<file path="src/sv/kfd_pkg.sv">
// ----------------------------------------------------------------------------
// kfd_pkg: shared constants and types for the KISS frame deframer
// Protocol byte codes, register indexes and the result record layout.
// ----------------------------------------------------------------------------
package kfd_pkg;

    // KISS protocol bytes
    localparam logic [7:0] FEND  = 8'o300;
    localparam logic [7:0] FESC  = 8'o333;
    localparam logic [7:0] TFEND = 8'o334;
    localparam logic [7:0] TFESC = 8'o335;

    // header fixup
    localparam logic [7:0] HDR_MIN   = 8'h0f;
    localparam logic [7:0] HDR_CRC_A = 8'h80;
    localparam logic [7:0] HDR_CRC_B = 8'h20;
    localparam logic [11:0] CRC_LEN  = 12'd2;

    // defaults
    localparam int          BUFFER_DEPTH_DEF = 2048;
    localparam logic [11:0] LIMIT_RESET      = 12'd2000;

    // configuration register indexes
    localparam int CFG_AW = 1;
    localparam int CFG_DW = 12;
    localparam logic [CFG_AW-1:0] REG_RAW_MODE     = 1'd0;
    localparam logic [CFG_AW-1:0] REG_BUFFER_LIMIT = 1'd1;

    // result kinds
    localparam logic KIND_DATA = 1'b0;
    localparam logic KIND_DESC = 1'b1;

    // stream widths
    localparam int IN_DW  = 8;
    localparam int OUT_DW = 40;   // 39 bits of fields, padded to whole bytes

    // one result record
    typedef struct packed {
        logic        kind;
        logic [7:0]  data_byte;
        logic [10:0] byte_index;
        logic [11:0] frame_length;
        logic [7:0]  header_byte;
        logic        last;
    } t_result;

endpackage

</file>
<file path="src/sv/kiss_frame_deframer.sv">
// ----------------------------------------------------------------------------
// kiss_frame_deframer: KISS / SLIP byte unstuffing deframer
// Strips escaping, reports stored bytes with their index and emits a frame
// descriptor at END, with optional header fixup and CRC length strip.
// ----------------------------------------------------------------------------
// Takes one received byte per cycle on the slave stream, while the queue below
// has room, and gives its results on the master stream: a byte goes into an
// input register, one pass of logic decodes it against the frame state, and its
// zero, one or two results drop into a four-entry result queue. The input side
// stalls only while that queue holds more than two results. A raw-mode END that
// yields both a descriptor and a data result leaves one result of backlog that
// only input gaps or bytes with no result work off; that backlog, like a held-off
// master side, can fill the queue and stall the input. Results carry the kind in
// tuser and mark the final result of each byte in tlast.
module kiss_frame_deframer #(
    parameter int BUFFER_DEPTH = kfd_pkg::BUFFER_DEPTH_DEF
) (
    input  logic                       i_clk,
    input  logic                       i_rst_n,
    // slave stream; tdata: in_byte[7:0]
    input  logic                       s_axis_tvalid,
    output logic                       s_axis_tready,
    input  logic [kfd_pkg::IN_DW-1:0]  s_axis_tdata,
    // master stream
    output logic                       m_axis_tvalid,
    input  logic                       m_axis_tready,
    // tdata: data_byte[7:0], byte_index[18:8], frame_length[30:19],
    //        header_byte[38:31], zero pad [39]
    output logic [kfd_pkg::OUT_DW-1:0] m_axis_tdata,
    output logic                       m_axis_tuser,   // result_kind
    output logic                       m_axis_tlast,   // last
    // configuration write port
    input  logic                       i_cfg_we,
    input  logic [kfd_pkg::CFG_AW-1:0] i_cfg_addr,
    input  logic [kfd_pkg::CFG_DW-1:0] i_cfg_wdata
);
    import kfd_pkg::*;

    localparam int CNT_W = $clog2(BUFFER_DEPTH + 1);
    localparam int LIM_W = (CNT_W > CFG_DW) ? CNT_W : CFG_DW;
    localparam int QD    = 4;
    localparam int QA    = $clog2(QD);

    // configuration
    logic              r_raw;
    logic [CFG_DW-1:0] r_limit;

    // input register
    logic              r_in_vld;
    logic [7:0]        r_in_byte;

    // frame state
    logic [CNT_W-1:0]  r_fcnt, n_fcnt;
    logic              r_esc, n_esc;
    logic              r_ovf, n_ovf;
    logic [7:0]        r_first, n_first;

    // result queue
    t_result           r_q [QD];
    logic [QA-1:0]     r_wr, r_rd;
    logic [QA:0]       r_qcnt;

    logic              w_adv;
    logic              w_pop;
    logic [1:0]        w_nres;
    t_result           w_res0, w_res1;
    logic [LIM_W-1:0]  w_lim;
    logic              w_desc_v, w_store_v;
    t_result           w_desc, w_store;

    // configuration writes
    always_ff @(posedge i_clk) begin
        if (!i_rst_n) begin
            r_raw   <= 1'b0;
            r_limit <= LIMIT_RESET;
        end else if (i_cfg_we) begin
            unique case (i_cfg_addr)
                REG_RAW_MODE:     r_raw   <= i_cfg_wdata[0];
                REG_BUFFER_LIMIT: r_limit <= i_cfg_wdata;
                default: ;
            endcase
        end
    end

    // handshake: decode a byte when the queue has room for two results
    assign w_adv         = r_in_vld && (r_qcnt <= (QA+1)'(QD - 2));
    assign s_axis_tready = !r_in_vld || w_adv;
    assign w_pop         = m_axis_tvalid && m_axis_tready;

    always_ff @(posedge i_clk) begin
        if (!i_rst_n) begin
            r_in_vld <= 1'b0;
        end else if (s_axis_tready) begin
            r_in_vld <= s_axis_tvalid;
        end
    end

    always_ff @(posedge i_clk) begin
        if (s_axis_tvalid && s_axis_tready) begin
            r_in_byte <= s_axis_tdata;
        end
    end

    // effective limit: smaller of the register and the buffer depth
    always_comb begin
        if (LIM_W'(r_limit) > LIM_W'(BUFFER_DEPTH)) begin
            w_lim = LIM_W'(BUFFER_DEPTH);
        end else begin
            w_lim = LIM_W'(r_limit);
        end
    end

    // descriptor from the state before this byte
    always_comb begin
        logic [11:0] len;
        logic [7:0]  hdr;
        len = 12'(r_fcnt);
        hdr = r_first;
        if (!r_raw && hdr > HDR_MIN) begin
            if ((hdr & HDR_CRC_A) != 8'h00) begin
                len = len - CRC_LEN;
                hdr = hdr & ~HDR_CRC_A;
            end else if ((hdr & HDR_CRC_B) != 8'h00) begin
                len = len - CRC_LEN;
                hdr = hdr & ~HDR_CRC_B;
            end
        end
        w_desc              = '0;
        w_desc.kind         = KIND_DESC;
        w_desc.frame_length = len;
        w_desc.header_byte  = hdr;
    end

    // byte decode and state update
    always_comb begin
        logic       store_req;
        logic [7:0] sb;
        n_fcnt    = r_fcnt;
        n_esc     = r_esc;
        n_ovf     = r_ovf;
        n_first   = r_first;
        w_desc_v  = 1'b0;
        w_store_v = 1'b0;
        store_req = 1'b0;
        sb        = r_in_byte;
        w_store   = '0;
        if (r_raw) begin
            if (r_in_byte == FEND) begin
                n_ovf = 1'b0;
                if (r_fcnt > CNT_W'(2)) begin
                    w_desc_v = !r_ovf;
                    n_fcnt   = '0;
                end
            end
            store_req = 1'b1;
        end else begin
            if (r_in_byte == FEND) begin
                w_desc_v = !r_ovf && (r_fcnt > CNT_W'(2));
                n_ovf    = 1'b0;
                n_esc    = 1'b0;
                n_fcnt   = '0;
            end else if (r_in_byte == FESC) begin
                n_esc = 1'b1;
            end else begin
                if (r_esc && r_in_byte == TFESC) begin
                    n_esc = 1'b0;
                    sb    = FESC;
                end else if (r_esc && r_in_byte == TFEND) begin
                    n_esc = 1'b0;
                    sb    = FEND;
                end
                store_req = 1'b1;
            end
        end
        // store into the frame, or flag overflow at the limit
        if (store_req && !n_ovf) begin
            if (LIM_W'(n_fcnt) < w_lim) begin
                w_store_v          = 1'b1;
                w_store.kind       = KIND_DATA;
                w_store.data_byte  = sb;
                w_store.byte_index = 11'(n_fcnt);
                if (n_fcnt == '0) begin
                    n_first = sb;
                end
                n_fcnt = n_fcnt + CNT_W'(1);
            end else begin
                n_ovf = 1'b1;
            end
        end
    end

    // order results: descriptor first, last flag on the final one
    always_comb begin
        w_nres      = {1'b0, w_desc_v} + {1'b0, w_store_v};
        w_res1      = w_store;
        w_res1.last = 1'b1;
        if (w_desc_v) begin
            w_res0      = w_desc;
            w_res0.last = !w_store_v;
        end else begin
            w_res0      = w_store;
            w_res0.last = 1'b1;
        end
    end

    // frame state registers
    always_ff @(posedge i_clk) begin
        if (!i_rst_n) begin
            r_fcnt <= '0;
            r_esc  <= 1'b0;
            r_ovf  <= 1'b0;
        end else if (w_adv) begin
            r_fcnt <= n_fcnt;
            r_esc  <= n_esc;
            r_ovf  <= n_ovf;
        end
    end

    always_ff @(posedge i_clk) begin
        if (w_adv) begin
            r_first <= n_first;
        end
    end

    // result queue storage
    always_ff @(posedge i_clk) begin
        if (w_adv && w_nres != 2'd0) begin
            r_q[r_wr] <= w_res0;
        end
        if (w_adv && w_nres == 2'd2) begin
            r_q[r_wr + QA'(1)] <= w_res1;
        end
    end

    // result queue pointers
    always_ff @(posedge i_clk) begin
        if (!i_rst_n) begin
            r_wr   <= '0;
            r_rd   <= '0;
            r_qcnt <= '0;
        end else begin
            if (w_adv) begin
                r_wr <= r_wr + QA'(w_nres);
            end
            if (w_pop) begin
                r_rd <= r_rd + QA'(1);
            end
            r_qcnt <= r_qcnt + (w_adv ? (QA+1)'(w_nres) : '0)
                             - (QA+1)'(w_pop);
        end
    end

    // master stream
    assign m_axis_tvalid = (r_qcnt != '0);
    assign m_axis_tdata  = {1'b0, r_q[r_rd].header_byte, r_q[r_rd].frame_length,
                            r_q[r_rd].byte_index, r_q[r_rd].data_byte};
    assign m_axis_tuser  = r_q[r_rd].kind;
    assign m_axis_tlast  = r_q[r_rd].last;

    // checks
    a_qcnt_max: assert property (@(posedge i_clk) disable iff (!i_rst_n)
        r_qcnt <= (QA+1)'(QD))
        else $error("result queue count above depth");

    a_no_qovf: assert property (@(posedge i_clk) disable iff (!i_rst_n)
        w_adv |-> ((r_qcnt + (QA+1)'(w_nres)) <= (QA+1)'(QD)))
        else $error("result queue overrun");

    a_pair_raw: assert property (@(posedge i_clk) disable iff (!i_rst_n)
        (w_adv && w_nres == 2'd2) |-> (r_raw && r_in_byte == FEND && w_desc_v))
        else $error("two results outside a raw END");

    a_esc_raw: assert property (@(posedge i_clk) disable iff (!i_rst_n)
        (w_adv && r_raw && !r_esc) |=> !r_esc)
        else $error("escape set in raw mode");

    a_pop_dec: assert property (@(posedge i_clk) disable iff (!i_rst_n)
        (w_pop && !w_adv) |=> (r_qcnt == $past(r_qcnt) - (QA+1)'(1)))
        else $error("queue count not reduced on pop");

endmodule

</file>
<file path="config.mk">
export PLATFORM = sky130hd
export DESIGN_NAME = kiss_frame_deframer
export DESIGN_NICKNAME = d
export VERILOG_FILES = /design/src/sv/kfd_pkg.sv /design/src/sv/kiss_frame_deframer.sv
export SDC_FILE = /design/constraint.sdc
export NUM_CORES = 1
export LEC_CHECK = 0
export BUFFER_PORTS_ARGS = -buffer_cell sky130_fd_sc_hd__buf_2
export CAP_MARGIN = 40
export CORE_ASPECT_RATIO = 0.9
export CORE_MARGIN = 3
export CORE_UTILIZATION = 60
export DETAILED_ROUTE_END_ITERATION = 10
export PLACE_DENSITY = 0.79
export SLEW_MARGIN = 25
export SYNTH_ARGS = -nofsm -noshare
export SYNTH_HDL_FRONTEND = slang
export SYNTH_SLANG_ARGS = --single-unit
</file>
<file path="constraint.sdc">
create_clock -name i_clk -period 6.9 [get_ports i_clk]
set_input_delay 1.38 -clock i_clk [delete_from_list [all_inputs] [get_ports i_clk]]
set_output_delay 1.38 -clock i_clk [all_outputs]
set_load 0.02 [all_outputs]
</file>
* Word-level counts from Yosys, hierarchy flattened
Memory sizes are Yosys's and may differ from the RTL's. A register that Yosys moved wholly into a read port is not among the register bits.
Cells that the tools add are included.
** Storage, ports and cells
- Logic and storage cells :: 99
- Flip-flop bits (word level) :: 51
- Output and inout port bits :: 44
- RAM bits :: 164
- Memories kept :: 1
** Cells by class
- Add/subtract/negate cells :: 8
- Multiplexer cells :: 43
- Bitwise operators :: 2
- Equal/unequal tests :: 5
- Reduce and logical (&&, ||, !) cells :: 24
- Magnitude comparators :: 5
** Memories
- r_q :: words 4, bits a word 41, read ports 1, clocked after Yosys merged registers in 1, wr ports 2, RTL line kiss_frame_deframer.sv:59 : t_result r_q [QD];
** Operator list (number)
- 12-bit two-way mux :: 10
- 8-bit two-way mux :: 6
- 41-bit two-way mux :: 1
- 19-bit two-way mux :: 2
- 8-bit equality test (second input constant) :: 4
- 1-bit two-way mux :: 20
- 12-bit by 1-bit adder with 12-bit output (second input constant) :: 1
- 12-bit > comparator (second input constant) :: 1
- 12-bit by 2-bit > comparator with 1-bit output (second input constant) :: 1
- 12-bit logical NOT :: 1
- 12-bit less-than comparator :: 1
- 12-bit by 2-bit subtractor with 12-bit output (second input constant) :: 1
- 1-bit logical AND :: 10
- 8-bit by 4-bit > comparator with 1-bit output (second input constant) :: 1
- 2-bit two-way mux :: 3
- 6-bit two-way mux :: 1
- 1-bit logical NOT :: 5
- 2-bit by 1-bit adder with 2-bit output (second input constant) :: 2
- 2-bit AND reduction :: 2
- 4-bit AND reduction :: 1
- 4-bit nonzero test :: 1
- 3-bit by 2-bit adder with 3-bit output :: 1
- 3-bit by 2-bit <= comparator with 1-bit output (second input constant) :: 1
- 3-bit AND reduction :: 1
- other kinds (8) :: 9

* Longest topological paths before layout
- Word-level depth :: 12
- Gate-level depth with buffers :: 26
- Mapped depth without buffers :: 21

* Worst setup path before layout
No wires, ideal clock.
- Path type :: reg2reg
- Start point :: reg r_in_byte[0]
- End point :: mem r_q[1][36] in the netlist's numbering, data pin
- Period minus slack after synthesis :: 5.096 ns
- Setup time :: 0.141 ns
- Cell stages (with the launch flop) :: 26
- Path slack :: 1.804 ns
- Data arrival time :: 4.955 ns
- Buffers on the path :: 6
- Path through :: edfxtp_1 or4_4 or3_1 buf_2 clkbuf_1 nand2_1 inv_1 ha_1 nor4b_1 o21ai_0 nor2b_1 a211oi_2 o211ai_2 clkbuf_1 inv_1 ha_1 clkbuf_1 nand2b_1 nand2_1 nand2_1 inv_1 o21a_1 nand2b_1 buf_2 buf_6 nor2_1
** RTL lines
- from (decl) :: RTL line kiss_frame_deframer.sv:50 : logic [7:0] r_in_byte;
- from (signal assigned) :: RTL line kiss_frame_deframer.sv:100 : r_in_byte <= s_axis_tdata;
- to (decl) :: RTL line kiss_frame_deframer.sv:59

==> flow_summary.toml <==
[status]
outcome = "complete, no violations"

[floorplan]
die_h_um = 126
start_util_pct = 61.9
dieArea_um2 = 17600
rows = 43
die_w_um = 140
core-area_um2 = 15500
top_level_ports = 70

[routing]
post_drt_wl_per_cell_um = 19.6
drtPass1Iterations = 6
antenna_left = 0
drt_iter0_drc = 705
viasPerCell = 6.11
drt-total-wl_um = 22700
drc = 0
vias = 7079

[synthesis]
syn_area_um2 = 9630
yosys.cell_types.count = 57
yosys.area.top_type_share_pct = 28.7
synth_edf_count = 92
ys.flop_type = "dfxtp_1"
synth_top_cells_by_area = "edfxtp_1, dfxtp_1, mux4_2"
synth_top_area_cell = "edfxtp_1"
yosysSeqAreaShare_pct = 54.7
async_reset_ff_share_pct = 0
synthCells = 898
yosys_register_bits = 217
synthesis.nets = 945
yosys_warnings = 0
syn_avg_cell_area_um2 = 10.7

[setup_path]
worstPathArrival_ps = 6250
startpoint_type = "flop"
critPathCapture = "r_q[2][29]"
path_max_fanout = 24
cp-end-kind = "flop"
max_stage_delay_ps = 620
crit_top_cell = "nand2_1"
r2r-start = "r_in_byte[0]"
startpoint = "r_in_byte[0]"
reg2reg_slack_ps = 980
crit_slowest_cell = "or4_4"
rr_endpoint = "r_q[2][29]"
path_cells = "or4_4 -> nor3_1 -> nand2_1 -> nand2_1 -> inv_1 -> ha_1 -> o21ai_0 -> o21ai_0 -> nor2b_1 -> a211oi_2 -> o211ai_2 -> buf_4 -> inv_1 -> ha_1 -> nand2_1 -> o21ai_0 -> nand2_1 -> a21oi_1 -> nand2b_1 -> nor2_1"
reg2regPathDepth = 20
crit_required_ps = 7230
critPathKind = "reg2reg"

[cts]
htreeDepth = 1
cts_resized = 0
clk_pin_slew_worst_paths_ps = 60
postCtsHoldBufs = 0
cts_sinks = 217
cts_root_buffer = "clkbuf_16"
cts_tree = "built"
clockBufferDepth = 3
clock_latency_ps = 500
numCtsBuffers = 22
cts_setup_buffers = 0

[placed_design]
dp.final_hpwl_um = 14900
gp_congestion = 0.948
port_buffers = 68

[power_and_ir_drop]
p_per_area_nw_per_um2 = 298
peakVddDrop_mv = 0.235
leakage_nw = 4.09
fin_total_pwr_mw = 3.23

[cells_and_area]
areaGrowthSynthToFinish_pct = 12.4
diodes = 0
nets = 987
drive_above_1_share_pct = 17.4

[global_routing]
grt_max_degree = 45
grtUsageTotal_pct = 25.3
grt_pass1_wl_um = 36000
antenna_found_initial = 0
grt_pass1_vias = 6760
grt_overflow = 0

[sta]
rsz0062_at_grt = "false"
skew_ps = 10.0
worstMarginPinSlew_ps = 793
hold_viol = 0
holdWs_ps = 448
maxSlewHeadroom_pct = 47.1
slew_violations = 0
setup_viol = 0
period_needed_ps = 5920
fin_crit_sh_pct = 85.8
fmax_ghz = 0.169
fin_tns_setup_ps = 0

[flow_run]
maxCapViolations = 0

[min_path]
holdPathStages = 2
hp-class = "reg2reg"
-- synth_stat cells, types with 6 or more instances --
cell type	number
nand4_1	6
a21boi_0	12
a22o_1	36
a21oi_1	11
nand3_1	28
nor2b_1	9
inv_1	33
edfxtp_1	92
o21ai_1	12
buf_2	6
xor2_1	6
nand2_1	143
nand2b_1	10
and2_1	12
nor4_1	9
ha_1	20
o21ai_0	45
nor2_1	87
clkbuf_1	50
mux2i_1	10
dfxtp_1	125
xnor2_1	8
nor3_1	28
mux4_2	41
-- where the power goes --
group	total (mW)	switching [mW]	internal [mW]
clock network	1.21	0.486	0.720
registers	1.46	0.0499	1.41
logic	0.565	0.339	0.226
total	3.23	0.875	2.35
-- cells by family after synthesis --
group / after synthesis / share of synthesized area, %
adder cells (fa/ha/maj): 21 / 2.81
AO/OA/AOI/OAI: 147 / 10.3
multiplexers: 51 / 10.6
XOR/XNOR: 14 / 1.27
other: 1 / 0.0389
buffers and inverters: 100 / 4.25
AND/OR/NAND/NOR: 347 / 16.0
flip-flops: 217 / 54.7
-- how the worst min path moves through the flow --
stage,slack (ps),start,end
finish,450,r_q[3][12],r_q[3][12]
global placement,430,r_q[3][19],r_q[3][19]
floorplan,420,r_q[1][10],r_q[1][10]
global route,470,r_q[2][6],r_q[2][6]
CTS,450,r_q[2][6],r_q[2][6]
detailed placement,440,r_q[3][12],r_q[3][12]
-- flip-flops by register name, indices dropped and copies added (netlist names), 2 cells and up, named ones only --
name	flops
r_fcnt	12
r_first	8
r_in_byte	8
r_limit	12
r_q	164
r_qcnt	3
r_rd	2
r_wr	2
-- final cells by class --
type	instances	area, um^2
Clock buffer	26	587
Clock inverter	14	146
Fill cell	1110	4730
Inverter	35	131
Multi-Input combinational cell	581	3960
Sequential cell	217	5270
Tap cell	202	253
Timing Repair Buffer	83	475
-- cells in the final DEF (no fill, tap or decap), types with 3 or more instances in the layout --
cell type / n
o21ai_0: 45
o21ai_1: 12
buf_2: 68
mux2i_1: 10
or3_1: 5
dfxtp_1: 123
a31oi_1: 4
nor4_1: 9
xor2_1: 6
clkinv_1: 5
nand4_1: 6
nor3_1: 27
nand3b_1: 3
clkinv_2: 4
o22ai_1: 3
inv_1: 33
ha_1: 20
nor2_1: 87
nand2b_1: 10
nand3_1: 28
bufinv_16: 3
nor2b_1: 9
o211ai_1: 4
xnor2_1: 8
buf_4: 11
a21oi_1: 11
clkbuf_1: 3
nand2_1: 143
and2_1: 12
a21boi_0: 12
mux4_2: 41
clkbuf_16: 23
a22o_1: 36
edfxtp_1: 92
-- metal layers --
layer	routed length [um]	GRT usage [%]	share of wire (%)	vias to the layer above
li1	-	-	-	3286
met1	9690	35.6	43	3432
met2	10800	41.5	48	322
met3	1750	4.02	7.7	39
met4	485	6.95	2.1	0
met5	0	0	0	-
-- critical path: cells and delay by family, from the launching register on --
family,cells,cell delay (ps)
fa+ha+maj,2,670
buf+inv,3,500
flops,1,490
simple gates,9,2800
compound gates,6,1310
-- metrics by stage --
step | area (um^2) | cells | setup WS [ps] | utilization [%]
2_1_floorplan | 9630 | 898 | 1800 | -
3_3_place_gp | 10000 | 1114 | 1550 | 64.5
3_5_place_dp | 10100 | 1116 | 1180 | 64.7
4_1_cts | 10800 | 1156 | 1140 | 69.4
5_1_grt | 10800 | 1158 | 636 | 69.6
6_report | 10800 | 1158 | 981 | 69.6
No activity file was read; power rests on OpenSTA's default activity.
